--- src/rtl/prdg_pkg.sv ---
`timescale 1ns / 1ps
`default_nettype none
// ----------------------------------------------------------------------------
// prdg_pkg
// Shared constants, register indexes and types of the ray direction generator.
// ----------------------------------------------------------------------------
package prdg_pkg;

  // Default parameter values
  localparam int COORD_BITS_DEF = 12;
  localparam int FRAC_BITS_DEF  = 16;

  // Register widths
  localparam int HEIGHT_W   = 13;
  localparam int STEP_W     = 31;
  localparam int CORNER_W   = 32;
  localparam int CFG_DATA_W = 32;
  localparam int CFG_IDX_W  = 3;

  // The largest normalized magnitude lies in [2^(NORM_W-1), 2^NORM_W)
  localparam int NORM_W = 30;
  localparam int SUM_W  = 2 * NORM_W + 2;
  localparam int ROOT_W = SUM_W / 2;

  // Register indexes
  typedef enum logic [CFG_IDX_W-1:0] {
    REG_IMAGE_HEIGHT    = 3'd0,
    REG_STEP_X          = 3'd1,
    REG_STEP_Y          = 3'd2,
    REG_CORNER_X        = 3'd3,
    REG_CORNER_Y        = 3'd4,
    REG_CAMERA_DISTANCE = 3'd5
  } cfg_idx_e;

  // Per-item flags that ride along the pipeline
  typedef struct packed {
    logic nx;    // x component negative
    logic ny;    // y component negative
    logic zero;  // whole vector is zero
  } side_t;

endpackage : prdg_pkg
`default_nettype wire

--- src/rtl/prdg_div.sv ---
`timescale 1ns / 1ps
`default_nettype none
// ----------------------------------------------------------------------------
// prdg_div
// Pipelined restoring divider, one quotient bit per stage. Gives
// (a * 2^(FRAC_BITS+1) + r) div 2r, the rounded unit component.
// ----------------------------------------------------------------------------
module prdg_div #(
  parameter int FRAC_BITS = prdg_pkg::FRAC_BITS_DEF
) (
  input  wire logic                        clk_i,
  input  wire logic                        en_i,
  input  wire logic [prdg_pkg::NORM_W-1:0] a_i,
  input  wire logic [prdg_pkg::ROOT_W-1:0] r_i,
  output logic [FRAC_BITS:0]               q_o
);
  import prdg_pkg::*;

  localparam int QB = FRAC_BITS + 1;
  localparam int DW = ROOT_W + 1;
  localparam int NW = DW + FRAC_BITS;

  logic [NW-1:0] rem_q [QB-1];
  logic [DW-1:0] d_q   [QB-1];
  logic [QB-1:0] q_q   [QB];

  for (genvar i = 0; i < QB; i++) begin : g_stage
    localparam int K = QB - 1 - i;
    logic [NW-1:0] rem_in;
    logic [DW-1:0] d_in;
    logic [QB-1:0] q_in;
    logic [NW-1:0] dsh;
    logic          take;

    if (i == 0) begin : g_first
      assign rem_in = (NW'(a_i) << (FRAC_BITS + 1)) + NW'(r_i);
      assign d_in   = {r_i, 1'b0};
      assign q_in   = '0;
    end else begin : g_next
      assign rem_in = rem_q[i-1];
      assign d_in   = d_q[i-1];
      assign q_in   = q_q[i-1];
    end

    assign dsh  = NW'(d_in) << K;
    assign take = rem_in >= dsh;

    always_ff @(posedge clk_i) begin
      if (en_i) begin
        q_q[i] <= {q_in[QB-2:0], take};
      end
    end

    if (i < QB - 1) begin : g_rem
      always_ff @(posedge clk_i) begin
        if (en_i) begin
          rem_q[i] <= take ? (rem_in - dsh) : rem_in;
          d_q[i]   <= d_in;
        end
      end
    end
  end

  assign q_o = q_q[QB-1];

endmodule : prdg_div
`default_nettype wire

--- config.mk ---
export PLATFORM = sky130hd
export DESIGN_NAME = prdg_div
export DESIGN_NICKNAME = d
export VERILOG_FILES = /design/src/rtl/prdg_pkg.sv /design/src/rtl/prdg_div.sv
export SDC_FILE = /design/constraint.sdc
export NUM_CORES = 2
export LEC_CHECK = 0
export BUFFER_PORTS_ARGS = -buffer_cell sky130_fd_sc_hd__buf_4
export CORE_ASPECT_RATIO = 1.25
export CORE_MARGIN = 5
export CORE_UTILIZATION = 50
export DETAILED_ROUTE_END_ITERATION = 6
export PLACE_DENSITY = 0.76
export SLEW_MARGIN = 20
export SYNTH_ARGS = -nofsm -noshare
export SYNTH_HDL_FRONTEND = slang
export SYNTH_SLANG_ARGS = --single-unit
--- constraint.sdc ---
create_clock -name clk_i -period 8.1 [get_ports clk_i]
set_input_delay 0.81 -clock clk_i [delete_from_list [all_inputs] [get_ports clk_i]]
set_output_delay 0.81 -clock clk_i [all_outputs]
set_load 0.01 [all_outputs]
==> metrics.md <==
| Metric | Value |
|---|---|
| Worst Path Required | 8.60 ns |
| Netlist cell types | 83 |
| Fin crit period | 6.20 ns |
| RSZ-0062 raised after global routing | false |
| Antenna-violating nets left | 0 |
| Fin area | 82,800 µm² |
| Wire per inst | 18.3 µm |
| Sink Count | 1,265 |
| First-pass GRT wire length | 271 mm |
| Core area | 150,000 µm² |
| Post-synth top area share | 0.505 |
| Rows | 159 |
| Hold buffers post-CTS | 0 |
| Hold EP | rem_q[0][2] |
| Placed instance count | 8,999 |
| Initial DRC count | 2,887 |
| Area of the multi-input gates | 34,100 µm² |
| Synth top area cells | edfxtp_1 51%, ha_1 9.0%, a21oi_1 4.4% |
| Non-Filler Instances | 9,255 |
| Final hold vios | 0 |
| WP data arrival | 6.70 ns |
| Final WL | 170 mm |
| Vias/cell | 5.79 |
| Die area | 158,000 µm² |
| Dominant synthesized flop cell | edfxtp_1 |
| Clock Path Buffers | 3 |
| CTS root buf | clkbuf_16 |
| Pwr/cell area | 363 nW/µm² |
| Setup tns final | 0 ns |
| Post-place setup slack | 1.20 ns |
| RR Endpoint | rem_q[1][355] |
| IO Pins | 80 |
| Tightest Hold Check Type | input pin to register |
| Most frequent cells after synthesis | 1,265 x edfxtp_1, 665 x a21oi_1, 646 x inv_1, 540 x ha_1, 491 x nand2_1 |
| Buffers on Ports | 79 |
| Worst VDD drop | 0.000247 V |
| Worst Setup SP | r_i[17] |
| Synthesized instance count | 7,053 |
| Final setup vio count | 0 |
| Sequential cell area | 38,000 µm² |
| Leak | 0.0333 µW |
| Vias in the first global route | 55,600 |
| Slew Viols, Final | 0 |
| Slew headroom | 0.241 |
| Die Span X | 357 µm |
| Area of placed instances | 78,100 µm² |
| Final clock skew | 0.0297 ns |
| Iteration count of the initial detailed-routing pass | 6 |
| Critical-path maximum fanout | 16 |
| CTS tree | built |
| Layout fillers | 12,500 |
| Synth Cell Area | 75,200 µm² |
| Synthesized area per cell | 10.7 µm² |
| Final WS setup | 1.90 ns |
| DR vias | 53,600 |
| Total GRT Usage | 0.210 |
| Ant diodes | 0 |
| Layout cell share with drive strength beyond 1 | 0.0718 |
| Nets@finish | 7,749 |
| Initial antenna violation count | 0 |
| Async set-or-reset flop fraction in the synthesized netlist | 0 |
| Seq cells post-synth | 1,265 |
| CP Class | input pin to register |
| Reg2reg start | rem_q[1][288] |
| Hpwl dp | 129 mm |
| Area Growth Syn to Fin | 10.1% |
| Max-Cap Viols | 0 |
| Largest net degree at the start of global routing | 176 |
| Crit start category | input pin |
| Setup Buffers After CTS | 0 |
| Final period utilization | 0.765 |
| Cell taking the most area after synthesis | edfxtp_1 |
| Synth warn | 0 |
| Routability cong. | 0.995 |
| Least-Margin Pin Slew | 1.14 ns |
| Die Height | 444 µm |
| CTS resizes | 0 |
| CTS H-Tree Depth | 4 |
| Hold Startpoint | r_i[2] |
| Post-synth EDFFs | 1,265 |
| Status | finished clean |
| R2R setup slack | 2.99 ns |
| Crit. End Element | register |
| Drt drc | 0 |
| GRT overflow | 0 |
| Most frequent cell after synthesis | edfxtp_1 |
| Syn nets | 7,673 |
| Fmax | 161 MHz |
| CTS Buf Count | 140 |
| Sequential area share after synthesis | 0.505 |
| Initial Utilization | 0.501 |
| Worst-Skew Late Latency | 0.77 ns |
| Clock-pin slew on the worst setup and hold paths | 0.06 ns |
| Reg2Reg Depth | 13 |
| Util after Layout | 0.552 |
| WHS Path Cells | 1 |
per-layer routing:
layer,part of all wire,GRT usage,wire length (µm),up-vias
li1,-,-,-,26100
met1,0.32,0.180,55000,25500
met2,0.57,0.434,96700,1431
met3,0.030,0.0280,5130,635
met4,0.076,0.144,12900,0
met5,0,0,0,-
sequential cells by signal, indices dropped and copies added (netlist names):
register / count
d_q: 344
rem_q: 768
q_q: 153
power breakdown:
group	total, µW	internal, µW	switching [µW]
Sequential	10600	9610	962
Clock	6580	3980	2600
Combinational	12900	5480	7420
worst max-delay path: stages:
cell	delay (ns)
buf_4	0.12
ha_1	0.20
fa_1	0.41
a21o_1	0.18
a21oi_1	0.29
o21a_1	0.17
o31ai_1	0.11
o41ai_1	0.56
o21bai_1	0.11
a21oi_1	0.44
nor2_1	0.10
xor2_1	0.23
ha_1	0.38
a21oi_1	0.19
o21bai_1	0.09
a21o_1	0.21
a21oi_1	0.23
o21ai_0	0.13
a221oi_1	0.38
o41a_1	0.24
clkinv_1	0.59
mux2_2	0.51
layout make-up:
type / count / area share
Sequential cell: 1265 / 0.459
Multi-Input combinational cell: 4946 / 0.412
Clock buffer: 167 / 0.0453
Tap cell: 2012 / 0.0304
Inverter: 650 / 0.0295
Clock inverter: 89 / 0.0122
Timing Repair Buffer: 126 / 0.0122
per-stage QoR:
stage | hold WS [ns] | power (µW)
after floorplan | 0.400 | 20100
after global placement | 0.402 | 22900
after detailed placement | 0.405 | 23300
after CTS | 0.161 | 30000
after global routing | 0.183 | 31900
final | 0.230 | 30000
logic make-up (layout without fill, tap and decap cells):
family                   count (synthesis)  count (layout)  share of synthesized area
XOR/XNOR                               556             556                     0.0647
adder cells (fa/ha/maj)                557             557                     0.0944
buffers and inverters                  842            1032                     0.0423
AND/OR/NAND/NOR                       1751            1751                      0.112
flip-flops                            1265            1265                      0.505
AO/OA/AOI/OAI                         1947            1947                      0.161
multiplexers                           135             135                     0.0202
placed cells by master (no fill, tap or decap), types with 27 or more instances in the layout:
cell type	n
edfxtp_1	1265
a21oi_1	664
inv_1	646
ha_1	540
nand2_1	491
nor2_1	479
o21ai_0	431
xnor2_1	333
a21o_1	273
xor2_1	223
clkbuf_16	147
mux2_2	131
nand3_1	125
buf_4	121
nor3_1	109
nand4_1	92
o21a_1	82
o21bai_1	72
nand2b_1	71
nor2b_1	68
nor4_1	63
a31oi_1	56
and3_1	54
a211oi_1	50
o31ai_1	47
or3_1	44
o211ai_1	38
and2_1	28
o31a_1	27
how the worst max path moves through the flow:
stage                   end  slack (ns)
2_1_floorplan  rem_q[0][38]        2.25
3_3_place_gp   rem_q[0][32]        1.20
3_5_place_dp   rem_q[0][36]        1.20
4_1_cts        rem_q[0][47]        2.01
5_1_grt        rem_q[0][47]        1.49
6_report       rem_q[0][42]        1.90
Power figures use the tool's default switching activity.
